[src/rtl/core/bics_pkg.sv]
// shared constants and state types for the bump interval capacity sampler
package bics_pkg;

  localparam int CFG_W     = 16;
  localparam int CFG_IDX_W = 2;

  // configuration register indexes
  localparam logic [CFG_IDX_W-1:0] CFG_NET_WIDTH   = 2'd0;
  localparam logic [CFG_IDX_W-1:0] CFG_MIN_SPACING = 2'd1;
  localparam logic [CFG_IDX_W-1:0] CFG_BUMP_SIZE   = 2'd2;

  localparam logic [CFG_W-1:0] NET_WIDTH_RST   = 16'd256;
  localparam logic [CFG_W-1:0] MIN_SPACING_RST = 16'd256;
  localparam logic [CFG_W-1:0] BUMP_SIZE_RST   = 16'd1024;

  // interval kinds
  localparam logic [1:0] KIND_PAIR = 2'd0;
  localparam logic [1:0] KIND_HEAD = 2'd1;
  localparam logic [1:0] KIND_TAIL = 2'd2;

  typedef enum logic [2:0] {
    ST_IDLE,
    ST_ENDS,
    ST_GAP,
    ST_LAUNCH,
    ST_DIV,
    ST_EMIT
  } bics_state_t;

  typedef enum logic [1:0] {
    DV_IDLE,
    DV_RUN,
    DV_FIX
  } bics_div_state_t;

endpackage

[src/rtl/core/bics_div.sv]
// bit-serial signed floor divider: one quotient bit per cycle, then a sign fix-up
module bics_div #(
  parameter int DW = 38,
  parameter int VW = 17
) (
  input  logic                 clk,
  input  logic                 rst_n,
  input  logic                 start,
  input  logic signed [DW-1:0] dividend,
  input  logic        [VW-1:0] divisor,
  output logic                 busy,
  output logic signed [DW-1:0] quotient,
  output logic        [VW-1:0] remainder
);

  localparam int CNTW = (DW > 1) ? $clog2(DW) : 1;

  bics_pkg::bics_div_state_t state_r, state_nxt;
  logic [CNTW-1:0] cnt_r, cnt_nxt;
  logic [DW-1:0]   mq_r;
  logic [VW-1:0]   rem_r;
  logic [VW-1:0]   dvs_r;
  logic            neg_r;

  logic [VW:0]     trial;
  logic [VW:0]     diff;
  logic            ge;
  logic [DW-1:0]   mag;

  // partial remainder takes the next dividend bit from the top of the shift register
  assign trial = {rem_r, mq_r[DW-1]};
  assign diff  = trial - {1'b0, dvs_r};
  assign ge    = (trial >= {1'b0, dvs_r});
  assign mag   = dividend[DW-1] ? DW'(-dividend) : DW'(dividend);

  always_comb begin
    state_nxt = state_r;
    cnt_nxt   = cnt_r;
    unique case (state_r)
      bics_pkg::DV_IDLE: begin
        if (start) begin
          state_nxt = bics_pkg::DV_RUN;
          cnt_nxt   = CNTW'(DW - 1);
        end
      end
      bics_pkg::DV_RUN: begin
        if (cnt_r == '0) begin
          state_nxt = bics_pkg::DV_FIX;
        end else begin
          cnt_nxt = cnt_r - 1'b1;
        end
      end
      bics_pkg::DV_FIX: begin
        state_nxt = bics_pkg::DV_IDLE;
      end
      default: begin
        state_nxt = bics_pkg::DV_IDLE;
      end
    endcase
  end

  always_comb begin
    busy = (state_r != bics_pkg::DV_IDLE);
  end

  always_ff @(posedge clk) begin
    if (!rst_n) begin
      state_r <= bics_pkg::DV_IDLE;
      cnt_r   <= '0;
    end else begin
      state_r <= state_nxt;
      cnt_r   <= cnt_nxt;
    end
  end

  always_ff @(posedge clk) begin
    case (state_r)
      bics_pkg::DV_IDLE: begin
        if (start) begin
          mq_r  <= mag;
          rem_r <= '0;
          dvs_r <= divisor;
          neg_r <= dividend[DW-1];
        end
      end
      bics_pkg::DV_RUN: begin
        mq_r  <= {mq_r[DW-2:0], ge};
        rem_r <= ge ? diff[VW-1:0] : trial[VW-1:0];
      end
      bics_pkg::DV_FIX: begin
        // negative dividend: round the quotient toward minus infinity
        if (neg_r) begin
          if (rem_r != '0) begin
            mq_r  <= ~mq_r;
            rem_r <= dvs_r - rem_r;
          end else begin
            mq_r <= DW'(-mq_r);
          end
        end
      end
      default: begin
      end
    endcase
  end

  assign quotient  = signed'(mq_r);
  assign remainder = rem_r;

endmodule

[src/rtl/core/bump_interval_capacity_sampler.sv]
// top level: bump interval capacity and evenly spaced sample points
//
// usage: an interval request is taken on the in_ ports at a clock edge where
// start is high and busy is low. a request is either a bump pair or a single
// bump with a head or tail boundary; coordinates are signed q24.8 held in the
// low COORD_WIDTH bits (16 to 32 used). each result beat is shown for exactly
// one cycle with out_valid high: capacity, point x/y and a last_point flag.
// one request gives 1, 4, 8 or 16 beats, one per cycle, the final one flagged.
// sequence: the request is captured, the set-up states ENDS and GAP follow,
// then a launch state, bit-serial division with a sign fix step, and a
// state that sees the dividers finish, then the result beats. the serial
// dividers set the length of a request. busy stays high throughout and a
// new request is taken the cycle after the last beat. the receiver cannot
// stall the beats. configuration is written with cfg_we, cfg_index and
// cfg_wdata; the user must write it only while busy is low, as the block
// does not enforce this. synchronous reset returns the sequencer to idle and
// the configuration registers to their reset values.
module bump_interval_capacity_sampler #(
  parameter int COORD_WIDTH = 32,
  parameter int MAX_SAMPLES = 16
) (
  input  logic                                   clk,
  input  logic                                   rst_n,
  input  logic                                   start,
  output logic                                   busy,
  input  logic [1:0]                             in_kind,
  input  logic                                   in_horizontal_span,
  input  logic signed [31:0]                     in_first_bump_x,
  input  logic signed [31:0]                     in_first_bump_y,
  input  logic signed [31:0]                     in_second_bump_x,
  input  logic signed [31:0]                     in_second_bump_y,
  input  logic signed [31:0]                     in_boundary_y,
  output logic                                   out_valid,
  output logic [31:0]                            out_capacity,
  output logic signed [31:0]                     out_point_x,
  output logic signed [31:0]                     out_point_y,
  output logic                                   out_last_point,
  input  logic                                   cfg_we,
  input  logic [bics_pkg::CFG_IDX_W-1:0]         cfg_index,
  input  logic [bics_pkg::CFG_W-1:0]             cfg_wdata
);

  localparam int CW = (COORD_WIDTH < 16) ? 16 : ((COORD_WIDTH > 32) ? 32 : COORD_WIDTH);
  // half-unit working width: coordinate doubled plus offsets of up to 19 bits
  localparam int W  = CW + 6;
  localparam int KW = $clog2(MAX_SAMPLES);
  localparam int PW = bics_pkg::CFG_W + 1;
  localparam logic signed [W-1:0] ONE_W  = 1;
  localparam logic signed [W-1:0] ZERO_W = 0;

  bics_pkg::bics_state_t state_r, state_nxt;

  logic [bics_pkg::CFG_W-1:0] nw_r, ms_r, bs_r;

  logic [1:0]          kind_r;
  logic                horiz_r;
  logic signed [W-1:0] x1_r, y1_r, x2_r, y2_r, by_r;
  logic signed [W-1:0] fx2_r, lx2_r, fy2_r, ly2_r, num_r, mx_r, my_r;
  logic signed [W-1:0] dx_r, dy_r, qx_r, qy_r;
  logic [KW:0]         rx_r, ry_r;
  logic [KW-1:0]       m_r, k_r;
  logic                fallback_r;
  logic [31:0]         cap_r;

  logic                div_start;
  logic                capdiv_busy, xdiv_busy, ydiv_busy;
  logic signed [W-1:0] cap_quo, qdx, qdy;
  logic [KW:0]         rdx, rdy;

  logic                endpoint;
  logic signed [W-1:0] nw_w, ms_w, bs_w, p_w;
  logic signed [W-1:0] ext_w;
  logic signed [W-1:0] gap2, p6, p14, p30;
  logic                fallback_nxt;
  logic [KW-1:0]       m_nxt;
  logic [PW-1:0]       pitch;
  logic [KW:0]         two_m;
  logic [KW+1:0]       sumx, sumy, subx, suby;
  logic                carx, cary;
  logic [63:0]         cap64;
  logic [31:0]         cap_nxt;

  function automatic logic [31:0] sat_coord(input logic signed [W-1:0] v);
    logic signed [W-1:0]  hi;
    logic signed [W-1:0]  lo;
    logic signed [CW-1:0] s;
    hi = W'(signed'({1'b0, {(CW-1){1'b1}}}));
    lo = W'(signed'({1'b1, {(CW-1){1'b0}}}));
    if (v > hi) begin
      s = hi[CW-1:0];
    end else if (v < lo) begin
      s = lo[CW-1:0];
    end else begin
      s = v[CW-1:0];
    end
    return 32'(s);
  endfunction

  // configuration registers
  always_ff @(posedge clk) begin
    if (!rst_n) begin
      nw_r <= bics_pkg::NET_WIDTH_RST;
      ms_r <= bics_pkg::MIN_SPACING_RST;
      bs_r <= bics_pkg::BUMP_SIZE_RST;
    end else if (cfg_we) begin
      unique case (cfg_index)
        bics_pkg::CFG_NET_WIDTH:   nw_r <= cfg_wdata;
        bics_pkg::CFG_MIN_SPACING: ms_r <= cfg_wdata;
        bics_pkg::CFG_BUMP_SIZE:   bs_r <= cfg_wdata;
        default: begin
        end
      endcase
    end
  end

  assign endpoint = (kind_r == bics_pkg::KIND_HEAD) || (kind_r == bics_pkg::KIND_TAIL);
  assign nw_w  = signed'(W'(nw_r));
  assign ms_w  = signed'(W'(ms_r));
  assign bs_w  = signed'(W'(bs_r));
  assign pitch = PW'(nw_r) + PW'(ms_r);
  assign p_w   = signed'(W'(pitch));
  // offset from bump centre to first wire centre, in half units
  assign ext_w = endpoint ? ((bs_w <<< 1) + (ms_w <<< 1) + nw_w) : (bs_w + (ms_w <<< 1) + nw_w);

  assign gap2 = fy2_r - ly2_r;
  assign p6   = (p_w <<< 2) + (p_w <<< 1);
  assign p14  = (p_w <<< 4) - (p_w <<< 1);
  assign p30  = (p_w <<< 5) - (p_w <<< 1);

  always_comb begin
    fallback_nxt = (gap2 < p6);
    if ((MAX_SAMPLES >= 16) && (gap2 >= p30)) begin
      m_nxt = KW'(15);
    end else if ((MAX_SAMPLES >= 8) && (gap2 >= p14)) begin
      m_nxt = KW'(7);
    end else begin
      m_nxt = KW'(3);
    end
  end

  // next state
  always_comb begin
    state_nxt = state_r;
    unique case (state_r)
      bics_pkg::ST_IDLE: begin
        if (start) state_nxt = bics_pkg::ST_ENDS;
      end
      bics_pkg::ST_ENDS:   state_nxt = bics_pkg::ST_GAP;
      bics_pkg::ST_GAP:    state_nxt = bics_pkg::ST_LAUNCH;
      bics_pkg::ST_LAUNCH: state_nxt = bics_pkg::ST_DIV;
      bics_pkg::ST_DIV: begin
        if (!(capdiv_busy || xdiv_busy || ydiv_busy)) state_nxt = bics_pkg::ST_EMIT;
      end
      bics_pkg::ST_EMIT: begin
        if (out_last_point) state_nxt = bics_pkg::ST_IDLE;
      end
      default: state_nxt = bics_pkg::ST_IDLE;
    endcase
  end

  // sequencer outputs
  always_comb begin
    busy      = (state_r != bics_pkg::ST_IDLE);
    div_start = (state_r == bics_pkg::ST_LAUNCH);
    out_valid = (state_r == bics_pkg::ST_EMIT);
  end

  always_ff @(posedge clk) begin
    if (!rst_n) begin
      state_r <= bics_pkg::ST_IDLE;
    end else begin
      state_r <= state_nxt;
    end
  end

  bics_div #(.DW(W), .VW(PW)) u_capdiv (
    .clk       (clk),
    .rst_n     (rst_n),
    .start     (div_start),
    .dividend  (num_r),
    .divisor   (pitch),
    .busy      (capdiv_busy),
    .quotient  (cap_quo),
    .remainder ()
  );

  bics_div #(.DW(W), .VW(KW + 1)) u_xdiv (
    .clk       (clk),
    .rst_n     (rst_n),
    .start     (div_start),
    .dividend  (dx_r),
    .divisor   ({m_r, 1'b0}),
    .busy      (xdiv_busy),
    .quotient  (qdx),
    .remainder (rdx)
  );

  bics_div #(.DW(W), .VW(KW + 1)) u_ydiv (
    .clk       (clk),
    .rst_n     (rst_n),
    .start     (div_start),
    .dividend  (dy_r),
    .divisor   ({m_r, 1'b0}),
    .busy      (ydiv_busy),
    .quotient  (qdy),
    .remainder (rdy)
  );

  assign cap64 = 64'(cap_quo);

  always_comb begin
    if (endpoint) begin
      cap_nxt = '1;
    end else if (num_r <= ZERO_W) begin
      cap_nxt = '0;
    end else if (pitch == '0) begin
      cap_nxt = '1;
    end else if (|cap64[63:32]) begin
      cap_nxt = '1;
    end else begin
      cap_nxt = cap64[31:0];
    end
  end

  // point stepping: quotient and remainder of the step by 2m, carry on overflow
  assign two_m = {m_r, 1'b0};
  assign sumx  = {1'b0, rx_r} + {1'b0, rdx};
  assign sumy  = {1'b0, ry_r} + {1'b0, rdy};
  assign subx  = sumx - {1'b0, two_m};
  assign suby  = sumy - {1'b0, two_m};
  assign carx  = (sumx >= {1'b0, two_m});
  assign cary  = (sumy >= {1'b0, two_m});

  always_ff @(posedge clk) begin
    case (state_r)
      bics_pkg::ST_IDLE: begin
        if (start) begin
          kind_r  <= in_kind;
          horiz_r <= in_horizontal_span;
          x1_r    <= W'(signed'(in_first_bump_x[CW-1:0]));
          y1_r    <= W'(signed'(in_first_bump_y[CW-1:0]));
          x2_r    <= W'(signed'(in_second_bump_x[CW-1:0]));
          y2_r    <= W'(signed'(in_second_bump_y[CW-1:0]));
          by_r    <= W'(signed'(in_boundary_y[CW-1:0]));
        end
      end
      bics_pkg::ST_ENDS: begin
        fx2_r <= x1_r <<< 1;
        lx2_r <= endpoint ? (x1_r <<< 1) : (x2_r <<< 1);
        if (kind_r == bics_pkg::KIND_HEAD) begin
          fy2_r <= by_r <<< 1;
          ly2_r <= (y1_r <<< 1) + ext_w;
        end else if (kind_r == bics_pkg::KIND_TAIL) begin
          fy2_r <= (y1_r <<< 1) - ext_w;
          ly2_r <= by_r <<< 1;
        end else begin
          fy2_r <= (y1_r <<< 1) - ext_w;
          ly2_r <= (y2_r <<< 1) + ext_w;
        end
        num_r <= (horiz_r ? (y1_r - y2_r) : (x1_r - x2_r)) - bs_w - ms_w;
        mx_r  <= (x1_r + x2_r + ONE_W) >>> 1;
        my_r  <= (y1_r + y2_r + ONE_W) >>> 1;
      end
      bics_pkg::ST_GAP: begin
        fallback_r <= fallback_nxt;
        m_r        <= m_nxt;
        k_r        <= '0;
        dx_r       <= lx2_r - fx2_r;
        dy_r       <= ly2_r - fy2_r;
        // remainder of (end + 1) * m over 2m: m when the end is even, else none
        rx_r       <= fx2_r[0] ? '0 : {1'b0, m_nxt};
        ry_r       <= fy2_r[0] ? '0 : {1'b0, m_nxt};
        if (fallback_nxt && !endpoint) begin
          qx_r <= mx_r;
          qy_r <= my_r;
        end else if (fallback_nxt && (kind_r == bics_pkg::KIND_HEAD)) begin
          qx_r <= (fx2_r + ONE_W) >>> 1;
          qy_r <= (ly2_r + ONE_W) >>> 1;
        end else begin
          qx_r <= (fx2_r + ONE_W) >>> 1;
          qy_r <= (fy2_r + ONE_W) >>> 1;
        end
      end
      bics_pkg::ST_DIV: begin
        cap_r <= cap_nxt;
      end
      bics_pkg::ST_EMIT: begin
        k_r  <= k_r + 1'b1;
        qx_r <= qx_r + qdx + (carx ? ONE_W : ZERO_W);
        qy_r <= qy_r + qdy + (cary ? ONE_W : ZERO_W);
        rx_r <= carx ? subx[KW:0] : sumx[KW:0];
        ry_r <= cary ? suby[KW:0] : sumy[KW:0];
      end
      default: begin
      end
    endcase
  end

  assign out_capacity   = cap_r;
  assign out_point_x    = signed'(sat_coord(qx_r));
  assign out_point_y    = signed'(sat_coord(qy_r));
  assign out_last_point = fallback_r || (k_r == m_r);

  a_last_ends_burst: assert property (@(posedge clk) disable iff (!rst_n)
    out_valid && out_last_point |=> !out_valid)
    else $error("beat after the last point of an interval");

  a_count_in_range: assert property (@(posedge clk) disable iff (!rst_n)
    (state_r == bics_pkg::ST_EMIT) |-> (k_r <= m_r))
    else $error("sample index ran past the point count");

  a_rem_bounded: assert property (@(posedge clk) disable iff (!rst_n)
    (state_r == bics_pkg::ST_EMIT) |-> ((rx_r < two_m) && (ry_r < two_m)))
    else $error("step remainder not below twice the interval count");

  a_endpoint_cap: assert property (@(posedge clk) disable iff (!rst_n)
    out_valid && endpoint |-> (out_capacity == 32'hFFFF_FFFF))
    else $error("endpoint interval without full capacity");

  a_div_done_before_emit: assert property (@(posedge clk) disable iff (!rst_n)
    out_valid |-> !(capdiv_busy || xdiv_busy || ydiv_busy))
    else $error("beat shown while a divider is still running");

endmodule
[config.mk]
export PLATFORM = sky130hd
export DESIGN_NAME = bump_interval_capacity_sampler
export DESIGN_NICKNAME = d
export VERILOG_FILES = /design/src/rtl/core/bics_pkg.sv /design/src/rtl/core/bics_div.sv /design/src/rtl/core/bump_interval_capacity_sampler.sv
export SDC_FILE = /design/constraint.sdc
export NUM_CORES = 2
export LEC_CHECK = 0
export ABC_CLOCK_PERIOD_IN_PS = 19480
export BUFFER_PORTS_ARGS = -buffer_cell sky130_fd_sc_hd__clkbuf_2
export CAP_MARGIN = 20
export CORE_MARGIN = 5
export CORE_UTILIZATION = 55
export CTS_BUF_LIST = sky130_fd_sc_hd__clkbuf_2
export DETAILED_ROUTE_END_ITERATION = 6
export GPL_TIMING_DRIVEN = 1
export HOLD_SLACK_MARGIN = 0.06
export PLACE_DENSITY = 0.8
export SETUP_SLACK_MARGIN = 0.4
export SLEW_MARGIN = 20
export SYNTH_ARGS = -nofsm -noshare
export SYNTH_HDL_FRONTEND = slang
export SYNTH_SLANG_ARGS = --single-unit
[constraint.sdc]
create_clock -name clk -period 19.48 [get_ports clk]
set_input_delay 2.922 -clock clk [delete_from_list [all_inputs] [get_ports clk]]
set_output_delay 2.922 -clock clk [all_outputs]
set_load 0.05 [all_outputs]
==> results.md <==
* Worst r2r src: ms_r[0]$_SDFFE_PN0P_
* Fillers at approximately 11000
* Crit path largest cell delay at 770 ps
* Core ar. at roughly 0.12 mm²
* Drt wl/cell at 22.2 µm
* CTS H-Tree Depth at 4
* Drt total wl at ~210000 µm
* Tmin final at about 10000 ps
* CP Capture Type: register
* First-pass GRT wire length at around 320000 µm
* Die height at around 360 µm
* Clock slew at reported path FFs at 110 ps
* Worst path slowest cell: a221oi_1
* IO Pins at between 200 and 300
* Leakage Power at between 20 and 30 nW
* Met1 usage at between 40% and 50%
* Multi-input logic area at 0.0405 mm²
* Ys Warns at 0
* RSZ-0062 raised after global routing: no
* Final worst-path cycle share at roughly 53%
* CTS tree: built
* Final Wtd Congestion at slightly below 1
* Setup crit start: ms_r[0]$_SDFFE_PN0P_
* Worst slew margin at 24.2%
* VDD IR max at roughly 0.00010 V
* Worst setup margin at just over 9000 ps
* CP Data Arrival Time at around 12000 ps
* Setup CP Type: reg2reg
* Met3 usage in global routing at 5.50%
* Final core area utilization at slightly below 60%
* Synthesized net count at 8326
* Final number of max-transition violations at 0
* Slew @ Worst Pin at around 1100 ps
* Layout Cells excl Fill at between 9000 and 10000
* Initial antenna violation count at 12
* Initial Util at between 50% and 60%
* Deepest clock path buffer count at 3
* Ys async rst share at 0%
* Reg-to-reg endpoint: qy_r[27]$_DFFE_PP_
* PD cells at about 130 mW/mm²
* Clock skew at ~180 ps
* Final Power at 0.00973 W
* Dpl hpwl at ~170000 µm
* Avg Inst Size Synth at ~9 µm²
* Final setup viols at 0
* Cts hold-fix bufs at 0
* Final ANT Viol Nets at 0
* Vias in the first global route at ~55000
* Seq/Total Area, Yosys at a little over a third
* Setup_tns at 0 ps
* Inserted Clock Buffers at around 220
* Hold depth at 0
* GRT Util Overall at between 30 and 40%
* Cts repair resizes at 0
* GRT overflow at 0
* Dpl ws at 9340 ps
* Synthesized area at 0.0679 mm²
* Cell row count at about 130
* R2r worst-path depth at 38
* Area Growth Syn to Fin at 7.49%
* Largest net degree at the start of global routing at approximately 160
* Layout cell share with drive strength beyond 1 at between 10% and 20%
* Via density at 6.15
* Dominant register cell in the synthesized netlist: edfxtp_1
* CP endpoint: qy_r[27]$_DFFE_PP_
* Final Hold Fails at 0
* Hold WC Path Type: reg2reg
* Clock Latency Late Sink at 1700 ps
* Drt drc at 2
* EDFF count, synth at 764
* Root buffer cell: clkbuf_2
* Initial DRC Count at about 7300
* Yosys reg bits at 839
* CP startpoint kind: register
* GRT busiest layer: met2
* Critical-path maximum fanout at 27
* FF+latch area at approximately 0.024 mm²
* Postcts setup bufs at 0
* CP required at between 20000 and 25000 ps
* Cell count after placement at slightly above 9000
* PortBufs at roughly 280
* R2R Setup Slk at 9090 ps
* Met2 Usage GRT at a little under half
* Synth cell types at 106
* Synth Instances at 7436
* Max Clk Rate at just under 0.1 GHz
* Clock sink count at between 800 and 900
* Full die area at around 0.13 mm²
* Final #Nets at about 8600
* Die X at between 300 and 400 µm
* DR vias at between 50000 and 60000
* Status: complete, but fails checks
* Failing checks: design-rule violations
* Max Cap Viol at 0
* Pre-antenna DRT Iters at 7
## placed cells by master (no fill, tap or decap), drive strengths merged, types with 57 or more instances in the layout
cell type	n
fa	68
nor4	62
nand2	606
inv	545
a22oi	72
a31oi	91
ha	637
or3	91
a21o	246
nor2b	112
nand3	115
nor2	638
o21bai	92
nor3	161
xor2	165
nand2b	82
o21ai	471
a21oi	644
buf	59
o31ai	57
clkbuf	599
xnor2	545
dfxtp	75
edfxtp	764
clkinv	77
## per-stage QoR
stage	instance area, µm²	hold slack [ps]
global placement	70800	489
CTS	72900	486
finish	73000	478
detailed placement	70800	508
floorplan	67900	424
global route	73000	534
## power by group
| part | internal [W] | leakage, nW | switching, W |
|---|---|---|---|
| logic | 0.00200 | 20.6 | 0.00326 |
| registers | 0.00263 | 7.71 | 0.000518 |
| clock network | 0.000516 | 1.59 | 0.000801 |
| total | 0.00515 | 29.9 | 0.00458 |
## worst min-delay path by stage
stage                         startpoint                      to  slack (ps)
floorplan             dx_r[37]$_DFFE_PP_  u_xdiv.neg_r$_DFFE_PP_         420
global placement    nw_r[0]$_SDFFE_PN0P_    nw_r[0]$_SDFFE_PN0P_         490
detailed placement  nw_r[0]$_SDFFE_PN0P_    nw_r[0]$_SDFFE_PN0P_         510
CTS                   x1_r[26]$_DFFE_PP_     fx2_r[27]$_DFFE_PP_         490
global route          x1_r[26]$_DFFE_PP_     fx2_r[27]$_DFFE_PP_         530
finish                x1_r[26]$_DFFE_PP_     fx2_r[27]$_DFFE_PP_         480
## cell families after synthesis
kind of cell / share of synthesized area, %
AO/OA/AOI/OAI: 19.7
XOR/XNOR: 9.17
adder cells (fa/ha/maj): 13.9
buffers and inverters: 4.61
flip-flops: 36.0
multiplexers: 1.56
AND/OR/NAND/NOR: 15.0
## cell usage after synthesis, drive strengths merged (21+ instances only)
cell type / instances / area share (%)
nor4: 62 / 0.61
o31ai: 57 / 0.67
nor2b: 112 / 1.0
dfxtp: 75 / 2.2
a21o: 246 / 2.7
a211oi: 56 / 0.62
a21oi: 644 / 4.8
xor2: 165 / 2.1
nor3: 161 / 1.2
o21ai: 471 / 3.5
a31oi: 91 / 0.85
fa: 68 / 2.0
a21boi: 36 / 0.40
o211ai: 51 / 0.56
and2: 29 / 0.27
or3: 91 / 0.85
edfxtp: 764 / 34
inv: 535 / 3.0
ha: 637 / 12
o21a: 54 / 0.60
o22ai: 24 / 0.22
nand2: 606 / 3.4
a22oi: 72 / 0.80
nor2: 638 / 3.5
or4: 48 / 0.55
o21bai: 92 / 1.0
buf: 38 / 0.26
or2: 22 / 0.20
mux2i: 52 / 0.77
nand3: 115 / 0.85
clkbuf: 248 / 1.4
a32oi: 21 / 0.28
nand2b: 82 / 0.76
nand4: 56 / 0.52
and3: 32 / 0.29
mux2: 48 / 0.80
xnor2: 545 / 7.0
## routing by layer
| metal | routed length, µm | up-vias |
|---|---|---|
| met1 | 90100 | 27900 |
| met2 | 91600 | 2704 |
| met3 | 20200 | 421 |
| met5 | 0 | - |
| li1 | - | 27600 |
| met4 | 9650 | 0 |
## critical path: cells and delay by family, from the launching register on
kind	cells	cell delay, ps
fa+ha+maj	6	2050
xor+xnor	3	1020
compound gates	15	3410
mux	2	410
buf+inv	2	340
flops	1	490
simple gates	10	2270
## sequential cells by signal, summed over array words and instances (netlist names), 34 cells and up
name / cells
dy_r: 38
num_r: 38
qx_r: 38
qy_r: 38
u_capdiv.quotient: 38
u_xdiv.quotient: 38
u_ydiv.quotient: 38
dx_r: 37
fy2_r: 34
ly2_r: 34
## final cells by class
class	count	share of cell area [%]
Multi-Input combinational cell	5773	55.5
Clock buffer	316	2.17
Sequential cell	839	33.5
Timing Repair Buffer	342	2.57
Clock inverter	90	0.724
Inverter	538	2.77
Tap cell	1625	2.79
Antenna cell	6	0.0206
No activity file was read; power rests on OpenSTA's default activity.
